File: src/rtl/lap_pkg.sv
// Shared types, widths and codes of the five-point Laplacian block.
`timescale 1ns / 1ps

package lap_pkg;

  localparam int SAMPLE_BITS    = 16;
  localparam int LAP_BITS       = SAMPLE_BITS + 3;
  localparam int COL_BITS       = 12;
  localparam int ROW_BITS       = 16;
  localparam int MAX_WIDTH      = 4096;
  localparam int LINE_DEPTH     = 2 * MAX_WIDTH;
  localparam int ADDR_BITS      = $clog2(LINE_DEPTH);
  localparam int WIDTH_BITS     = 13;
  localparam int HEIGHT_BITS    = 16;
  localparam int CFG_INDEX_BITS = 2;
  localparam int CFG_DATA_BITS  = 16;
  localparam int IN_TDATA_BITS  = 16;
  localparam int OUT_FIELD_BITS = LAP_BITS + COL_BITS + ROW_BITS;
  localparam int OUT_TDATA_BITS = ((OUT_FIELD_BITS + 7) / 8) * 8;
  localparam int QUEUE_DEPTH    = 4;
  localparam int QPTR_BITS      = $clog2(QUEUE_DEPTH);
  localparam int QCNT_BITS      = $clog2(QUEUE_DEPTH + 1);

  typedef logic [CFG_INDEX_BITS-1:0] cfg_index_t;
  localparam cfg_index_t REG_IMAGE_WIDTH  = cfg_index_t'(0);
  localparam cfg_index_t REG_IMAGE_HEIGHT = cfg_index_t'(1);

  typedef logic signed [SAMPLE_BITS-1:0] sample_t;
  typedef logic signed [LAP_BITS-1:0]    lap_t;
  typedef logic [COL_BITS-1:0]           col_t;
  typedef logic [ROW_BITS-1:0]           row_t;
  typedef logic [ADDR_BITS-1:0]          addr_t;

  // Which neighbor of the current sample a result belongs to.
  typedef enum logic [1:0] {
    EM_INNER,     // (col-1, row-1)
    EM_LAST_COL,  // (col,   row-1), current sample ends its row
    EM_LAST_ROW,  // (col-1, row),   current row is the bottom row
    EM_CORNER     // (col,   row),   bottom row and last column
  } emit_kind_t;

  localparam int EMIT_KINDS = 4;

  // One classified sample, as handed from the front to the back.
  typedef struct packed {
    sample_t                now;
    sample_t                prev0;
    sample_t                prev1;
    col_t                   col;
    row_t                   row;
    logic [EMIT_KINDS-1:0]  emit;
    logic                   col_ge2;
    logic                   row_ge2;
    logic                   col_pos;
    logic                   col_end;
    logic                   refill;
  } op_t;

  typedef enum logic [1:0] {
    ISS_HEAD,
    ISS_FILL2,
    ISS_MAIN
  } iss_state_t;

  typedef enum logic [1:0] {
    RD_FILL1,
    RD_FILL2,
    RD_MAIN
  } rd_kind_t;

endpackage

File: src/rtl/lap_front.sv
// Front end: configuration registers, raster position tracking and sample classification.
`timescale 1ns / 1ps

module lap_front (
  input  logic                                clk,
  input  logic                                rst,
  input  logic                                cfg_valid,
  input  lap_pkg::cfg_index_t                 cfg_index,
  input  logic [lap_pkg::CFG_DATA_BITS-1:0]   cfg_data,
  input  logic                                s_tvalid,
  output logic                                s_tready,
  input  logic [lap_pkg::IN_TDATA_BITS-1:0]   s_tdata,
  input  logic                                q_full,
  output logic                                push,
  output lap_pkg::op_t                        push_op
);

  lap_pkg::col_t    w_last;
  lap_pkg::row_t    h_last;
  lap_pkg::col_t    column_count;
  lap_pkg::row_t    row_count;
  lap_pkg::sample_t prev0;
  lap_pkg::sample_t prev1;

  logic [lap_pkg::WIDTH_BITS-1:0]  wv;
  logic [lap_pkg::WIDTH_BITS-1:0]  wv_m1;
  logic [lap_pkg::HEIGHT_BITS-1:0] hv;
  logic [lap_pkg::HEIGHT_BITS-1:0] hv_m1;

  lap_pkg::col_t    col;
  lap_pkg::row_t    row;
  lap_pkg::sample_t now;
  logic             col_pos, row_pos, col_end, row_end;

  assign wv    = cfg_data[lap_pkg::WIDTH_BITS-1:0];
  assign wv_m1 = wv - lap_pkg::WIDTH_BITS'(1);
  assign hv    = cfg_data[lap_pkg::HEIGHT_BITS-1:0];
  assign hv_m1 = hv - lap_pkg::HEIGHT_BITS'(1);

  // Store the last valid column and row index, already clamped.
  always_ff @(posedge clk) begin
    if (rst) begin
      w_last <= lap_pkg::col_t'(1);
      h_last <= lap_pkg::row_t'(1);
    end else if (cfg_valid) begin
      if (cfg_index == lap_pkg::REG_IMAGE_WIDTH) begin
        if (wv < lap_pkg::WIDTH_BITS'(2)) begin
          w_last <= lap_pkg::col_t'(1);
        end else if (wv > lap_pkg::WIDTH_BITS'(lap_pkg::MAX_WIDTH)) begin
          w_last <= lap_pkg::col_t'(lap_pkg::MAX_WIDTH - 1);
        end else begin
          w_last <= wv_m1[lap_pkg::COL_BITS-1:0];
        end
      end else if (cfg_index == lap_pkg::REG_IMAGE_HEIGHT) begin
        if (hv < lap_pkg::HEIGHT_BITS'(2)) begin
          h_last <= lap_pkg::row_t'(1);
        end else begin
          h_last <= hv_m1[lap_pkg::ROW_BITS-1:0];
        end
      end
    end
  end

  assign now     = lap_pkg::sample_t'(s_tdata[lap_pkg::SAMPLE_BITS-1:0]);
  assign col     = (column_count > w_last) ? w_last : column_count;
  assign row     = (row_count > h_last) ? h_last : row_count;
  assign col_pos = (col != '0);
  assign row_pos = (row != '0);
  assign col_end = (col == w_last);
  assign row_end = (row == h_last);

  assign s_tready = !q_full;
  assign push     = s_tvalid && !q_full;

  always_comb begin
    push_op                               = '0;
    push_op.now                           = now;
    push_op.prev0                         = prev0;
    push_op.prev1                         = prev1;
    push_op.col                           = col;
    push_op.row                           = row;
    push_op.emit[lap_pkg::EM_INNER]       = row_pos && col_pos;
    push_op.emit[lap_pkg::EM_LAST_COL]    = row_pos && col_end;
    push_op.emit[lap_pkg::EM_LAST_ROW]    = row_end && col_pos;
    push_op.emit[lap_pkg::EM_CORNER]      = row_end && col_end;
    push_op.col_ge2                       = (col > lap_pkg::col_t'(1));
    push_op.row_ge2                       = (row > lap_pkg::row_t'(1));
    push_op.col_pos                       = col_pos;
    push_op.col_end                       = col_end;
    // A clamped position breaks the column sequence: the line window is stale.
    push_op.refill = col_pos && ((column_count != col) || (row_count != row));
  end

  always_ff @(posedge clk) begin
    if (rst) begin
      column_count <= '0;
      row_count    <= '0;
    end else if (push) begin
      if (col_end) begin
        column_count <= '0;
        row_count    <= row_end ? '0 : row + lap_pkg::row_t'(1);
      end else begin
        column_count <= col + lap_pkg::col_t'(1);
        row_count    <= row;
      end
    end
  end

  always_ff @(posedge clk) begin
    if (push) begin
      prev1 <= prev0;
      prev0 <= now;
    end
  end

endmodule

File: config.mk
export PLATFORM = sky130hd
export DESIGN_NAME = lap_front
export DESIGN_NICKNAME = d
export VERILOG_FILES = /design/src/rtl/lap_pkg.sv /design/src/rtl/lap_front.sv
export SDC_FILE = /design/constraint.sdc
export NUM_CORES = 1
export LEC_CHECK = 0
export BUFFER_PORTS_ARGS = -buffer_cell sky130_fd_sc_hd__buf_4
export CAP_MARGIN = 20
export CORE_MARGIN = 4
export CORE_UTILIZATION = 45
export DETAILED_ROUTE_END_ITERATION = 12
export PLACE_DENSITY = 0.7
export SYNTH_ARGS = -nofsm -noshare
export SYNTH_HDL_FRONTEND = slang
export SYNTH_SLANG_ARGS = --single-unit
export TNS_END_PERCENT = 5
File: constraint.sdc
create_clock -name clk -period 8.9 [get_ports clk]
set_clock_uncertainty 0.05 [all_clocks]
set_input_delay 0.89 -clock clk [delete_from_list [all_inputs] [get_ports clk]]
set_output_delay 0.89 -clock clk [all_outputs]
set_load 0.01 [all_outputs]
Yosys cells after proc, flatten, opt, wreduce, memory -nomap -nowiden
Cells that the tools add are included.
{ "totals": {"reg_bits": 88, "in_bits": 39, "out_inout_bits": 87} }
{ "op_classes": {"add_sub_neg": 4, "magnitude_cmp": 7, "n_eq_ne": 5, "mux": 8, "n_bitwise": 1, "n_reduce_logical": 13} }
{ "op_table": {"columns": ["operator", "count"], "rows": [
  ["$mux 16", 4],
  ["$mux 12", 4],
  ["$add 16x1->16 const B", 1],
  ["$eq 16x16->1", 1],
  ["$gt 16x1->1 const B", 1],
  ["$gt 16x16->1", 1],
  ["$lt 16x2->1 const B", 1],
  ["$ne 16x16->1", 1],
  ["$reduce_bool 16->1", 1],
  ["$sub 16x1->16 const B", 1],
  ["$gt 13x13->1 const B", 1],
  ["$lt 13x2->1 const B", 1],
  ["$add 12x1->12 const B", 1],
  ["$eq 12x12->1", 1],
  ["$gt 12x1->1 const B", 1],
  ["$gt 12x12->1", 1],
  ["$ne 12x12->1", 1],
  ["$reduce_bool 12->1", 1],
  ["$sub 12x1->12 const B", 1],
  ["$logic_and 1x1->1", 6],
  ["$reduce_and 3->1", 1],
  ["$eq 2x1->1 const B", 1],
  ["$logic_not 2->1", 1],
  ["$reduce_and 2->1", 1],
  ["other kinds (3)", 3]
]} }

Depth between registers and ports, before layout
{ "logic_depth": {"ltp_word": 5, "ltp_mapped": 18, "ltp_nobuf": 15} }

Worst setup path before layout
OpenSTA, ideal clock, no wires.
{ "synth_path": {"kind": "flip-flop to output port", "from": "reg h_last[15]", "to": "out push_op[3] in the netlist's numbering", "arrival_ns": 3.103, "required_ns": 7.960, "setup_slack_ns": 4.857, "path_stages_with_launch": 13, "path_buffers": 1, "path_cell_list": "dfxtp_1 -> clkbuf_1 -> inv_1 -> ha_1 -> nand4_4 -> nor2_2 -> or3_4 -> a2111oi_2 -> nor2_2 -> a21oi_1 -> inv_1 -> ha_1 -> o21bai_1"} }
{ "synth_rtl": {"columns": ["element", "line", "source"], "rows": [
  ["from (decl)", "lap_front.sv:19", "lap_pkg::row_t h_last;"],
  ["from (signal assigned)", "lap_front.sv:44", "h_last <= lap_pkg::row_t'(1);"],
  ["from (signal assigned)", "lap_front.sv:56", "h_last <= lap_pkg::row_t'(1);"],
  ["from (signal assigned)", "lap_front.sv:58", "h_last <= hv_m1[lap_pkg::ROW_BITS-1:0];"],
  ["to (decl)", "lap_front.sv:15", "output lap_pkg::op_t push_op"]
]} }

==> impl_metrics.json <==
{
  "drv_slew": 0,
  "path_cells": "inv_1, ha_1, nand2_1, o21ai_0, and4_2, a2111oi_2, nor2_2, a21oi_1, inv_1, ha_1, o21bai_1, buf_4",
  "synth_cells": 696,
  "first_pass_iters": 5,
  "ant_nets": 0,
  "ir_drop_mv": 0.117,
  "antenna_cells": 0,
  "hold_buffers": 0,
  "ys_top_cells_by_area": "dfxtp_1 19%, edfxtp_1 16%, ha_1 7.9%, xor2_1 5.1%, nor2_1 4.6%",
  "clock_latency_ns": 0.36,
  "grt-ovfl-total": 0,
  "vias": 5470,
  "synth_edf_count": 32,
  "switching_share_pct": 31.8,
  "synth-async-reset-ratio_pct": 0,
  "yosys-top-cells-count": "72 x nor2_1, 57 x nand2_1, 56 x dfxtp_1",
  "yosysWarnings": 0,
  "finalCriticalPeriod_ns": 4.90,
  "fp.dieArea_um2": 15000,
  "powerDensity_nw_per_um2": 150,
  "drc_errors": 0,
  "clockBufferDepth": 2,
  "post-cts-setup-buffers": 0,
  "num-nets-final": 858,
  "hpwl_mm": 13.5,
  "syn_area_um2": 5890,
  "worstPathMaxFanout": 18,
  "avgRoutedWirePerCell_um": 18.3,
  "grt.total_usage_pct": 23.3,
  "clk_pin_slew_ns": 0.07,
  "cap_violations": 0,
  "worstSetupPathType": "flop to primary output",
  "status": "complete, no violations",
  "critical-path-top-delay-family": "compound AO/OA/AOI/OAI gates",
  "pwr-share-seq_pct": 42.1,
  "numClockSinks": 88,
  "ys_seq_area_share_pct": 35.3,
  "io_buffers": 125,
  "initial_core_util_pct": 46.3,
  "yosysMostFrequentCell": "nor2_1",
  "crit_buf_inv": 3,
  "hp-class": "flop to flop",
  "drive_gt1_share_pct": 22.5,
  "required_ns": 7.96,
  "gp_congestion": 1.02,
  "static-leakage-power_nw": 2.99,
  "tritoncts.num_buffers": 9,
  "grt_max_degree": 40,
  "synth_ff_type": "dfxtp_1",
  "worstPathArrival_ns": 3.96,
  "slowest_delay_ns": 0.74,
  "crit_slowest_cell": "a2111oi_2",
  "routed_via_density": 5.70,
  "ys_ff_latch": 88,
  "tightest_slew_ns": 0.823,
  "hold_viol": 0,
  "rows": 41,
  "slew_headroom_pct": 45.1,
  "fmax_mhz": 204,
  "setup_violations": 0,
  "syn2layout_area_growth_pct": 20.4,
  "routed_wl_mm": 17.5,
  "synth.largest_area_cell": "dfxtp_1",
  "die_width_um": 122,
  "cts_resized": 0,
  "grt_pass1_vias": 5177,
  "fp.dieH_um": 122,
  "power_frac_comb_pct": 22.8,
  "rsz0062_at_grt": "false",
  "start_kind": "flop",
  "core-area_um2": 12700,
  "syn_nets": 772,
  "antenna_found_initial": 0,
  "synth_top_area_share_pct": 19.0,
  "pwr-share-clk_pct": 35.1,
  "num_io_pins": 126,
  "syn_avg_cell_area_um2": 8.47,
  "htreeDepth": 3,
  "finalSetupTns_ns": 0,
  "yosysUniqueCellTypes": 67,
  "initialDrtViolationCount": 508,
  "end_kind": "primary output",
  "switchingPower_w": 0.000339,
  "cts_tree": "yes",
  "power.internal_w": 0.000728,
  "fin_cells": 959,
  "dp_cells": 942,
  "fin_crit_sh_pct": 55.1,
  "grt_pass1_wl_mm": 27.4,
  "clock-root-buffer": "clkbuf_16"
}
[placed cells by master, fill, tap and decap left out, types with 17 or more instances in the layout]
| cell type | instances |
|---|---|
| a21oi_1 | 49 |
| buf_4 | 129 |
| dfxtp_1 | 56 |
| edfxtp_1 | 32 |
| ha_1 | 37 |
| inv_1 | 46 |
| nand2_1 | 57 |
| nand3_1 | 17 |
| nand4_1 | 18 |
| nor2_1 | 71 |
| nor3_1 | 22 |
| nor4_1 | 22 |
| o21ai_0 | 36 |
| xnor2_1 | 26 |
| xor2_1 | 34 |
[power by group through the flow]
stage / clock [W] / sequential, W / combinational, W
floorplan: 0 / 0.000454 / 0.000158
global placement: 0 / 0.000457 / 0.000237
detailed placement: 0 / 0.000457 / 0.000242
CTS: 0.000381 / 0.000448 / 0.000243
global route: 0.000398 / 0.000451 / 0.000267
finish: 0.000374 / 0.000449 / 0.000243
[per-stage QoR]
stage | hold slack [ns] | setup WS (ns) | util (%) | cell area (µm²) | power, W
5_1_grt | 0.408 | 3.69 | 55.8 | 7100 | 0.00112
4_1_cts | 0.405 | 4.04 | 55.7 | 7090 | 0.00107
2_1_floorplan | 0.432 | 4.86 | - | 5890 | 0.000612
6_report | 0.403 | 4.00 | 55.8 | 7100 | 0.00107
3_5_place_dp | 0.384 | 4.43 | 53.4 | 6800 | 0.000700
3_3_place_gp | 0.383 | 4.54 | 53.2 | 6770 | 0.000694
[routing by layer]
metal	global-route usage, %	share of wire [%]	vias up
li1	-	-	2623
met1	31.8	43	2594
met2	35.2	46	216
met3	6.31	8.4	37
met4	9.10	2.9	0
met5	0	0	-
[path summary, 6_finish.rpt]
check	from	end	slack (ns)	cells past startpoint
max	h_last[6]	push_op[3]	4.00	12
min	prev0[6]	prev1[6]	0.40	0
max reg2reg	h_last[6]	row_count[4]	4.28	14
min reg2reg	prev0[6]	prev1[6]	0.40	0
[logic make-up after synthesis]
family | count (synthesis) | synth area share (%)
AO/OA/AOI/OAI | 144 | 15.5
XOR/XNOR | 60 | 8.92
adder cells (fa/ha/maj) | 37 | 7.86
buffers and inverters | 102 | 8.24
flip-flops | 88 | 35.3
multiplexers | 16 | 2.95
AND/OR/NAND/NOR | 249 | 21.2
[area by class of cell]
type / count / area (µm²)
inverter: 47 / 179
sequential: 88 / 2080
fill: 1215 / 5630
timing repair buffer: 130 / 996
clock buffer: 9 / 225
tap: 172 / 215
clock inverter: 7 / 65.1
multi-input combinational: 506 / 3330
[registers in the layout, indices dropped and copies added, names as in the netlist]
signal	flops
prev1	16
h_last	16
prev0	16
w_last	12
row_count	16
column_count	12
[worst register-to-register path: stages, from the launching register on]
cell,delay (ns)
dfxtp_1,0.54
inv_1,0.10
ha_1,0.30
nand2_1,0.12
o21ai_0,0.11
and4_2,0.25
a2111oi_2,0.74
nor2_2,0.36
a21oi_1,0.47
inv_1,0.14
ha_1,0.26
o21ai_1,0.43
o21bai_1,0.23
xor2_1,0.08
o41ai_1,0.31
Note: power is estimated with default switching activity, not from simulation.
