$ cat config.mk
export PLATFORM = sky130hd
export DESIGN_NAME = lap_queue
export DESIGN_NICKNAME = d
export VERILOG_FILES = /design/src/rtl/lap_pkg.sv /design/src/rtl/lap_queue.sv
export SDC_FILE = /design/constraint.sdc
export NUM_CORES = 1
export LEC_CHECK = 0
export BUFFER_PORTS_ARGS = -buffer_cell sky130_fd_sc_hd__buf_2
export CAP_MARGIN = 20
export CORE_UTILIZATION = 28
export CTS_CLUSTER_DIAMETER = 100
export CTS_CLUSTER_SIZE = 14
export DETAILED_ROUTE_END_ITERATION = 7
export RECOVER_POWER = 50
export SYNTH_ARGS = -nofsm -noshare
export SYNTH_HDL_FRONTEND = slang
export SYNTH_SLANG_ARGS = --single-unit
$ cat constraint.sdc
create_clock -name clk -period 8 [get_ports clk]
set_input_delay 0 -clock clk [delete_from_list [all_inputs] [get_ports clk]]
set_output_delay 0 -clock clk [all_outputs]
set_load 0.02 [all_outputs]
$ cat src/rtl/lap_pkg.sv
// Shared types, widths and codes of the five-point Laplacian block.
`timescale 1ns / 1ps

package lap_pkg;

  localparam int SAMPLE_BITS    = 16;
  localparam int LAP_BITS       = SAMPLE_BITS + 3;
  localparam int COL_BITS       = 12;
  localparam int ROW_BITS       = 16;
  localparam int MAX_WIDTH      = 4096;
  localparam int LINE_DEPTH     = 2 * MAX_WIDTH;
  localparam int ADDR_BITS      = $clog2(LINE_DEPTH);
  localparam int WIDTH_BITS     = 13;
  localparam int HEIGHT_BITS    = 16;
  localparam int CFG_INDEX_BITS = 2;
  localparam int CFG_DATA_BITS  = 16;
  localparam int IN_TDATA_BITS  = 16;
  localparam int OUT_FIELD_BITS = LAP_BITS + COL_BITS + ROW_BITS;
  localparam int OUT_TDATA_BITS = ((OUT_FIELD_BITS + 7) / 8) * 8;
  localparam int QUEUE_DEPTH    = 4;
  localparam int QPTR_BITS      = $clog2(QUEUE_DEPTH);
  localparam int QCNT_BITS      = $clog2(QUEUE_DEPTH + 1);

  typedef logic [CFG_INDEX_BITS-1:0] cfg_index_t;
  localparam cfg_index_t REG_IMAGE_WIDTH  = cfg_index_t'(0);
  localparam cfg_index_t REG_IMAGE_HEIGHT = cfg_index_t'(1);

  typedef logic signed [SAMPLE_BITS-1:0] sample_t;
  typedef logic signed [LAP_BITS-1:0]    lap_t;
  typedef logic [COL_BITS-1:0]           col_t;
  typedef logic [ROW_BITS-1:0]           row_t;
  typedef logic [ADDR_BITS-1:0]          addr_t;

  // Which neighbor of the current sample a result belongs to.
  typedef enum logic [1:0] {
    EM_INNER,     // (col-1, row-1)
    EM_LAST_COL,  // (col,   row-1), current sample ends its row
    EM_LAST_ROW,  // (col-1, row),   current row is the bottom row
    EM_CORNER     // (col,   row),   bottom row and last column
  } emit_kind_t;

  localparam int EMIT_KINDS = 4;

  // One classified sample, as handed from the front to the back.
  typedef struct packed {
    sample_t                now;
    sample_t                prev0;
    sample_t                prev1;
    col_t                   col;
    row_t                   row;
    logic [EMIT_KINDS-1:0]  emit;
    logic                   col_ge2;
    logic                   row_ge2;
    logic                   col_pos;
    logic                   col_end;
    logic                   refill;
  } op_t;

  typedef enum logic [1:0] {
    ISS_HEAD,
    ISS_FILL2,
    ISS_MAIN
  } iss_state_t;

  typedef enum logic [1:0] {
    RD_FILL1,
    RD_FILL2,
    RD_MAIN
  } rd_kind_t;

endpackage

$ cat src/rtl/lap_queue.sv
// Short FIFO of classified samples between the front and the back end.
`timescale 1ns / 1ps

module lap_queue (
  input  logic          clk,
  input  logic          rst,
  input  logic          push,
  input  lap_pkg::op_t  push_op,
  output logic          full,
  input  logic          pop,
  output logic          head_valid,
  output lap_pkg::op_t  head_op
);

  lap_pkg::op_t                  entries [lap_pkg::QUEUE_DEPTH];
  logic [lap_pkg::QPTR_BITS-1:0] wr_ptr;
  logic [lap_pkg::QPTR_BITS-1:0] rd_ptr;
  logic [lap_pkg::QCNT_BITS-1:0] count;

  assign full       = (count == lap_pkg::QCNT_BITS'(lap_pkg::QUEUE_DEPTH));
  assign head_valid = (count != '0);
  assign head_op    = entries[rd_ptr];

  always_ff @(posedge clk) begin
    if (rst) begin
      wr_ptr <= '0;
      rd_ptr <= '0;
      count  <= '0;
    end else begin
      if (push) begin
        wr_ptr <= wr_ptr + lap_pkg::QPTR_BITS'(1);
      end
      if (pop) begin
        rd_ptr <= rd_ptr + lap_pkg::QPTR_BITS'(1);
      end
      if (push && !pop) begin
        count <= count + lap_pkg::QCNT_BITS'(1);
      end else if (pop && !push) begin
        count <= count - lap_pkg::QCNT_BITS'(1);
      end
    end
  end

  always_ff @(posedge clk) begin
    if (push) begin
      entries[wr_ptr] <= push_op;
    end
  end

endmodule

Word-level counts from Yosys, hierarchy flattened
Memories as Yosys holds them, arrays and structs flattened. A register that Yosys moved wholly into a read port is not among the register bits.
Cells that the tools add are included.
- $add $sub $neg: 4
- equal/unequal tests: 1
- multiplexer cells: 6
- reductions and logical operators: 6
- operators by type and width (kind ; count):
    2-to-1 mux 3 bit ; 2
    adder 2 x 1 -> 2 bit, second input constant ; 2
    2-to-1 mux 2 bit ; 2
    adder 3 x 1 -> 3 bit, second input constant ; 1
    equality test 3 bit, second input constant ; 1
    nonzero test 3 bit ; 1
    subtractor 3 x 1 -> 3 bit, second input constant ; 1
    logical AND 1 bit ; 2
    zero test 1 bit ; 2
    2-to-1 mux 1 bit ; 2
    nonzero test 2 bit ; 1
- register bits: 7
- memory bits (writable): 340
- input bits: 89
- output and inout bits: 87
- memories: 1
- memory list (memory ; depth ; bits a word ; read ports ; clocked after memory_dff ; wr ports ; line ; source):
    entries ; 4 ; 85 ; 1 ; 1 ; 1 ; lap_queue.sv:15 ; lap_pkg::op_t entries [lap_pkg::QUEUE_DEPTH];

Logic depth before layout (Yosys ltp)
Gate-level depths: netlist (run 1).
- word-level depth: 4
- gate-level depth with buffers: 7

Worst setup path before layout (run 1)
OpenSTA, ideal clock, no wires.
- kind: reg2reg
- start: reg wr_ptr[0] (netlist name)
- end: mem entries[0][0] (netlist name), enable pin
- arrival: 2518 ps
- data required time: 7547 ps
- path slack: 5030 ps
- cell stages (with the launch flop): 4
- buffers on the path: 0
- clock period less this slack: 2970 ps
- cell sequence: dfxtp_1 -> inv_1 -> ha_1 -> and2_1
- RTL lines (item ; line ; source):
    start, declared ; lap_queue.sv:16 ; logic [lap_pkg::QPTR_BITS-1:0] wr_ptr;
    start signal, assigned ; lap_queue.sv:31 ; wr_ptr <= wr_ptr + lap_pkg::QPTR_BITS'(1);
    end, declared ; lap_queue.sv:15 ;
Straight into the memory's write port.

Worst setup path in the final report (run 1)
- start: reg wr_ptr[0] (netlist name)
- end: mem entries[0][55] (netlist name), enable pin
Straight into the memory's write port.

==> results of run 1 <==
## how the worst max path moves through the flow
stage	from	to	slack, ps	depth (start not counted)
final	wr_ptr[0]$_SDFFE_PP0P_	entries[0][55]$_DFFE_PP_	3950	4
after CTS	flip-flop	head_op[14]	4530	3
after detailed placement	flip-flop	head_op[14]	5140	3
after floorplan	wr_ptr[0]$_SDFFE_PP0P_	entries[0][0]$_DFFE_PP_	5030	3
after global placement	flip-flop	head_op[14]	5140	3
after global routing	wr_ptr[0]$_SDFFE_PP0P_	entries[0][57]$_DFFE_PP_	3550	4
## sequential cells by signal (all words and copies together), names as in the netlist, named ones only
signal and count:
count 3, entries 340, rd_ptr 2, wr_ptr 2
## what timing repair did
action / 4_1_cts / 5_1_grt
buffers inserted: 0 / 0
endpoints found under the hold margin: 349 / 0
hold buffers: 89 / 0
gates resized for setup: 0 / 0
setup endpoints to repair: 0 / 0
## kinds of logic (layout without fill, tap and decap cells)
group	after synthesis	count (layout)	synth area share, %
mux	87	87	15.2
simple gates	15	15	0.589
buf+inv	24	327	1.68
xor+xnor	5	5	0.344
fa+ha+maj	6	6	0.648
flops	349	349	81.5
compound gates	2	2	0.0784
## power groups by stage
stage | Sequential [mW] | Clock [mW] | Combinational (mW)
2_1_floorplan | 2.16 | 0 | 0.296
3_3_place_gp | 2.18 | 0 | 0.422
3_5_place_dp | 2.18 | 0 | 0.426
4_1_cts | 2.14 | 1.33 | 0.463
5_1_grt | 2.14 | 1.40 | 0.491
6_report | 2.13 | 1.28 | 0.456
## per-stage QoR
step	hold slack, ps	setup slack (ps)	power, mW
3_5_place_dp	217	5140	2.61
2_1_floorplan	98.9	5030	2.45
6_report	238	3950	3.87
3_3_place_gp	211	5140	2.60
5_1_grt	242	3550	4.03
4_1_cts	153	4530	3.93
## layout by cell type (no fill, tap or decap), types with 3 or more instances in the layout
cell,netlist,layout
xor2_1,3,3
ha_1,5,5
dfxtp_1,9,7
dlygate4sd3_1,0,89
nor2_1,7,7
buf_4,3,6
buf_2,6,87
mux4_2,85,85
clkbuf_16,0,29
edfxtp_1,340,340
clkbuf_1,1,111
inv_1,4,4
and2_0,0,3
## cell type report
cell class              instances  share of cell area [%]
clock buffers                  52                    5.13
inverters                       4                  0.0948
multi-input cells             115                    13.6
flip-flops and latches        349                    65.6
well taps                     592                    4.68
repair buffers                271                    10.9
## layer usage
metal	routed length (um)	GRT usage (%)	vias to the layer above
met4	393	2.74	4
met3	1400	2.86	37
met1	11800	14.9	3078
li1	-	-	2645
met2	11800	17.6	136
met5	27	0	-
==> flow_summary.json, run 1 <==
{
  "grt_use_total_pct": 11.0,
  "clock_sinks": 349,
  "crit_path_cell_trace": "inv_1 > ha_1 > and2_0 > buf_4",
  "dp_hpwl_mm": 14.5,
  "tritoncts": "yes",
  "ys_ff_latch": 349,
  "die_h_um": 215,
  "ys_types": 22,
  "yosysTopAreaCellShare_pct": 80.1,
  "grt_max_degree": 56,
  "first_global_vias": 6674,
  "placed_area_um2": 14200,
  "crit_arrival_ps": 4230,
  "relSlewSlack_pct": -97.1,
  "synth_flop_cell": "edfxtp_1",
  "antenna_found_initial": 2,
  "min_from": "push_op[21]",
  "start_util_pct": 28.6,
  "register_area_um2": 10400,
  "rsz0062_at_grt": "false",
  "cts_made_buffers": 28,
  "clk_pin_slew_ps": 70,
  "route.detailed.drc": 0,
  "num_vias": 5900,
  "multi_input_area_um2": 2150,
  "min_path_cells": 2,
  "max-vdd-ir-drop_v": 0.000132,
  "p_seq_share_pct": 55.1,
  "post-route-util_pct": 35.5,
  "place_congestion": 0.683,
  "p_leak_nw": 5.03,
  "synth_seq_area_share_pct": 81.5,
  "max_freq_ghz": 0.247,
  "cp-end-kind": "flip-flop",
  "rrSetupSlack_ps": 3950,
  "grt_overflow_total": 0,
  "htreeDepth": 1,
  "drv_slew": 106,
  "cts_root_buf": "clkbuf_16",
  "stdcell_count": 1383,
  "synthTopCellsByArea": "edfxtp_1 (80%), mux4_2 (15%), dfxtp_1 (1.4%), buf_12 (0.94%), ha_1 (0.49%)",
  "hold_class": "input port to flip-flop",
  "crit-reg2reg-launch": "wr_ptr[0]$_SDFFE_PP0P_",
  "worstSetupPathType": "flip-flop to flip-flop",
  "critPathMaxStageDelay_ps": 2120,
  "nNetsFinal": 864,
  "wl_mm": 25.4,
  "clk-insertion-delay-late_ps": 550,
  "async_flop_share_pct": 0,
  "syn_avg_cell_area_um2": 26.1,
  "cpMaxStageDelayCell": "and2_0",
  "cp_max_fo": 48,
  "dieArea_um2": 46400,
  "io_pins": 176,
  "p_int_mw": 2.97,
  "cp.buffers_inverters": 2,
  "status": "complete, but fails checks",
  "syn_area_um2": 12700,
  "syn_inst": 488,
  "core_area_um2": 44600,
  "setup-violations-final": 0,
  "clkPwrFrac_pct": 33.1,
  "r2r_end": "entries[0][55]$_DFFE_PP_",
  "start_kind": "flip-flop",
  "place_inst": 1241,
  "drtIter0Drc": 384,
  "synth_common_cells": "edfxtp_1 (340), mux4_2 (85), dfxtp_1 (9)",
  "failed_checks": "max-capacitance violations, max-slew violations",
  "dr.pass1.iters": 4,
  "areaGrowthSynthToFinish_pct": 24.3,
  "switchingPower_uw": 896,
  "rows": 77,
  "whs_endpoint": "entries[0][21]$_DFFE_PP_",
  "yosysMostFrequentCell": "edfxtp_1",
  "finalHoldViolCount": 0,
  "viasPerCell": 4.27,
  "critPathTopFamily": "simple AND/OR/NAND/NOR gates",
  "tns_ps": 0,
  "p_per_area_nw_per_um2": 244,
  "ant_nets": 0,
  "drv_cap": 3,
  "final_cell_area_um2": 15800,
  "wire_per_inst_um": 18.4,
  "synth-edff-count": 340,
  "period_needed_ps": 4050,
  "p_sw_share_pct": 23.2,
  "rr_worst_depth": 4,
  "dieWidth_um": 215,
  "num_antenna_cells": 0,
  "numPortBuffers": 175,
  "syn-num-nets": 583,
  "clock_path_buffers": 3,
  "worst_slew_pin_slew_ps": 2960,
  "ys_warn_count": 0,
  "n_fill_cell": 4189,
  "combPwrFrac_pct": 11.8,
  "drive_above_1_share_pct": 26.7,
  "finalCritPeriodShare_pct": 50.6,
  "synth_area_leader_cell": "edfxtp_1",
  "clock_skew_ps": 8.43,
  "critPathRequiredTime_ps": 8190,
  "grt_pass1_wl_mm": 38.9
}
(Power assumes the default switching activity.)
==> run 2, diff against run 1 <==
Settings changed: ABC_AREA set to 1.
Clock period 8 ns to 4 ns, I/O delays scaled along.
==> run 2 against run 1 <==
Effect of this change:
- the run now ends clean
- final cell count up 26%
- critical path type is now flip-flop to primary output
- clock power up 95%
- largest cell class unchanged
- first-iteration DRC count up 38%
- count of clock-buffer cells in the layout down 12
- wire length up 17%
- clock skew up 2.1 ps
==> flow_summary.json, run 2 <==
{
  "start_kind": "flip-flop",
  "route.detailed.drc": 0,
  "wl_met3_mm": 1.79,
  "ys_ff_latch": 349,
  "io_pins": 176,
  "core_area_um2": 45600,
  "p_per_area_nw_per_um2": 473,
  "wl_mm": 29.7,
  "critPathMaxStageDelay_ps": 530,
  "finalCritPeriodShare_pct": 65.8,
  "wl_met2_mm": 13.9,
  "largest_reg_flops": 340,
  "p_leak_nw": 5.30,
  "fin_hold_ws_ps": 236,
  "syn_inst": 881,
  "synthTopCellsByArea": "edfxtp_1 (78%), o21ai_0 (5.8%), nor2_1 (5.1%), o22ai_1 (4.1%), dfxtp_1 (1.4%)",
  "antenna_found_initial": 3,
  "syn_avg_cell_area_um2": 14.8,
  "areaGrowthSynthToFinish_pct": 23.2,
  "post-route-util_pct": 35.2,
  "synth_flop_cell": "edfxtp_1",
  "first_global_vias": 8109,
  "critPathRequiredTime_ps": 4000,
  "start_util_pct": 28.5,
  "dieWidth_um": 218,
  "hold_class": "input port to flip-flop",
  "layout_commonest_cell": "edfxtp_1",
  "drv_slew": 0,
  "htreeDepth": 1,
  "cpMaxStageDelayCell": "inv_4",
  "synth_top_family_by_area": "compound AO/OA/AOI/OAI gates",
  "status": "finished clean",
  "grt_max_degree": 107,
  "synth-simple-area-share_pct": 5.52,
  "synth_area_leader_cell": "edfxtp_1",
  "clock_skew_ps": 10.5,
  "drive_above_1_share_pct": 11.7,
  "syn_area_um2": 13000,
  "cts_made_buffers": 28,
  "ys_types": 22,
  "clock_path_buffers": 3,
  "nNetsFinal": 1224,
  "synth_mux_area_share_pct": 0,
  "rsz0062_at_grt": "false",
  "dr.pass1.iters": 4,
  "die_h_um": 218,
  "postCtsHoldBufs": 89,
  "yosysMostFrequentCell": "edfxtp_1",
  "max-vdd-ir-drop_v": 0.000355,
  "numPortBuffers": 175,
  "synth_common_cells": "edfxtp_1 (340), nor2_1 (177), o21ai_0 (152)",
  "cts_resized": 0,
  "post_cts_buffers": 0,
  "place_congestion": 0.722,
  "finalHoldViolCount": 0,
  "clk-insertion-delay-late_ps": 560,
  "crit_arrival_ps": 2630,
  "grt_pass1_wl_mm": 45.7,
  "ys_warn_count": 0,
  "ant_nets": 0,
  "grt_overflow_total": 0,
  "wire_per_inst_um": 17.1,
  "worst_slew_pin_slew_ps": 970,
  "dp_hpwl_mm": 15.9,
  "viasPerCell": 4.63,
  "async_flop_share_pct": 0,
  "drv_cap": 0,
  "yosysTopAreaCellShare_pct": 78.5,
  "rows": 78,
  "largest_register": "entries",
  "cp_max_fo": 106,
  "crit_path_cell_trace": "inv_4 > buf_12 > o21ai_0 > o22ai_1 > buf_2",
  "synth-edff-count": 340,
  "reg.largest.list": "entries: 340 flops, count: 3 flops",
  "dieArea_um2": 47300,
  "num_vias": 8062,
  "relSlewSlack_pct": 35.3,
  "clk_pin_slew_ps": 70,
  "setup-violations-final": 0,
  "met1_length_mm": 13.4,
  "drtIter0Drc": 528,
  "worstSetupPathType": "flip-flop to primary output",
  "cts_root_buf": "clkbuf_16",
  "cp-end-kind": "primary output",
  "clock_sinks": 349,
  "period_needed_ps": 2630,
  "synth_seq_area_share_pct": 79.9,
  "synth_xor_area_share_pct": 0.0673,
  "synth_compound_area_share_pct": 10.9,
  "tns_ps": 0,
  "top_layer": "met5",
  "tritoncts": "yes",
  "final_cell_mix": "edfxtp_1 (340), nor2_1 (177), o21ai_0 (152), clkbuf_1 (99), dlygate4sd3_1 (89)",
  "syn-num-nets": 976,
  "synth_fa_ha_area_share_pct": 0.635,
  "max_freq_ghz": 0.380,
  "grt_use_total_pct": 12.4
}
-- run 2: cell count changes after synthesis, sizes merged, moves of 2 or more --
cell,previous run,this run
nand2,1,10
clkbuf,1,38
o22ai,0,85
buf,19,17
xor2,3,1
or3,2,0
and2,4,0
mux2i,2,0
mux4,85,0
a21oi,1,3
nor2,7,177
o21ai,1,175
xnor2,2,0
inv,4,17
-- run 2: cell families (layout without fill, tap and decap cells) --
logic type      after synthesis  count (layout)
flops                       349             349
fa+ha+maj                     6               6
other cells                   0               1
compound gates              263             263
xor+xnor                      1               1
simple gates                190             190
buf+inv                      72             330
-- run 2: worst max-delay path: cells and delay by family (launching register included) --
family / cells / cell delay, ps
AOI/OAI and AO/OA: 2 / 380
DFF: 1 / 430
buffers and inverters: 3 / 1210
-- run 2: cell type report --
| class | instances | area [um^2] |
|---|---|---|
| fill | 4366 | 29600 |
| sequential | 349 | 10400 |
| multi-input combinational | 460 | 2230 |
| antenna | 1 | 2.50 |
| tap | 600 | 751 |
| clock buffer | 40 | 767 |
| inverter | 17 | 76.3 |
| timing repair buffer | 273 | 1800 |
-- run 2: stage by stage --
step | std cells | cell area (um^2) | setup slack, ps | total power [mW]
6_report | 1740 | 16000 | 1370 | 7.59
5_1_grt | 1739 | 16000 | 1090 | 7.89
4_1_cts | 1739 | 16100 | 1280 | 7.70
3_5_place_dp | 1610 | 14500 | 1900 | 5.12
3_3_place_gp | 1610 | 14500 | 1950 | 5.11
2_1_floorplan | 881 | 13000 | 1330 | 4.80
-- run 2: power by group --
group / internal, mW / switching, mW / leakage, nW / total (mW)
combinational: 0.278 / 0.589 / 1.73 / 0.867
sequential: 4.18 / 0.0468 / 3.20 / 4.22
clock: 1.31 / 1.19 / 0.370 / 2.50
-- run 2: worst paths after layout --
kind                          start                       end  slack, ps  cells past startpoint
max                       flip-flop               head_op[20]       1370                      5
min                     push_op[75]  entries[3][75]$_DFFE_PP_        240                      2
max reg2reg  wr_ptr[0]$_SDFFE_PP0P_  entries[0][26]$_DFFE_PP_       1980                      5
min reg2reg  rd_ptr[1]$_SDFFE_PP0P_                 flip-flop        470                      1
-- run 2: per-layer routing --
metal / global-route usage (%) / vias to the layer above
met5: 0 / -
li1: - / 3803
met4: 3.36 / 4
met1: 16.3 / 4019
met2: 20.6 / 192
met3: 2.73 / 44
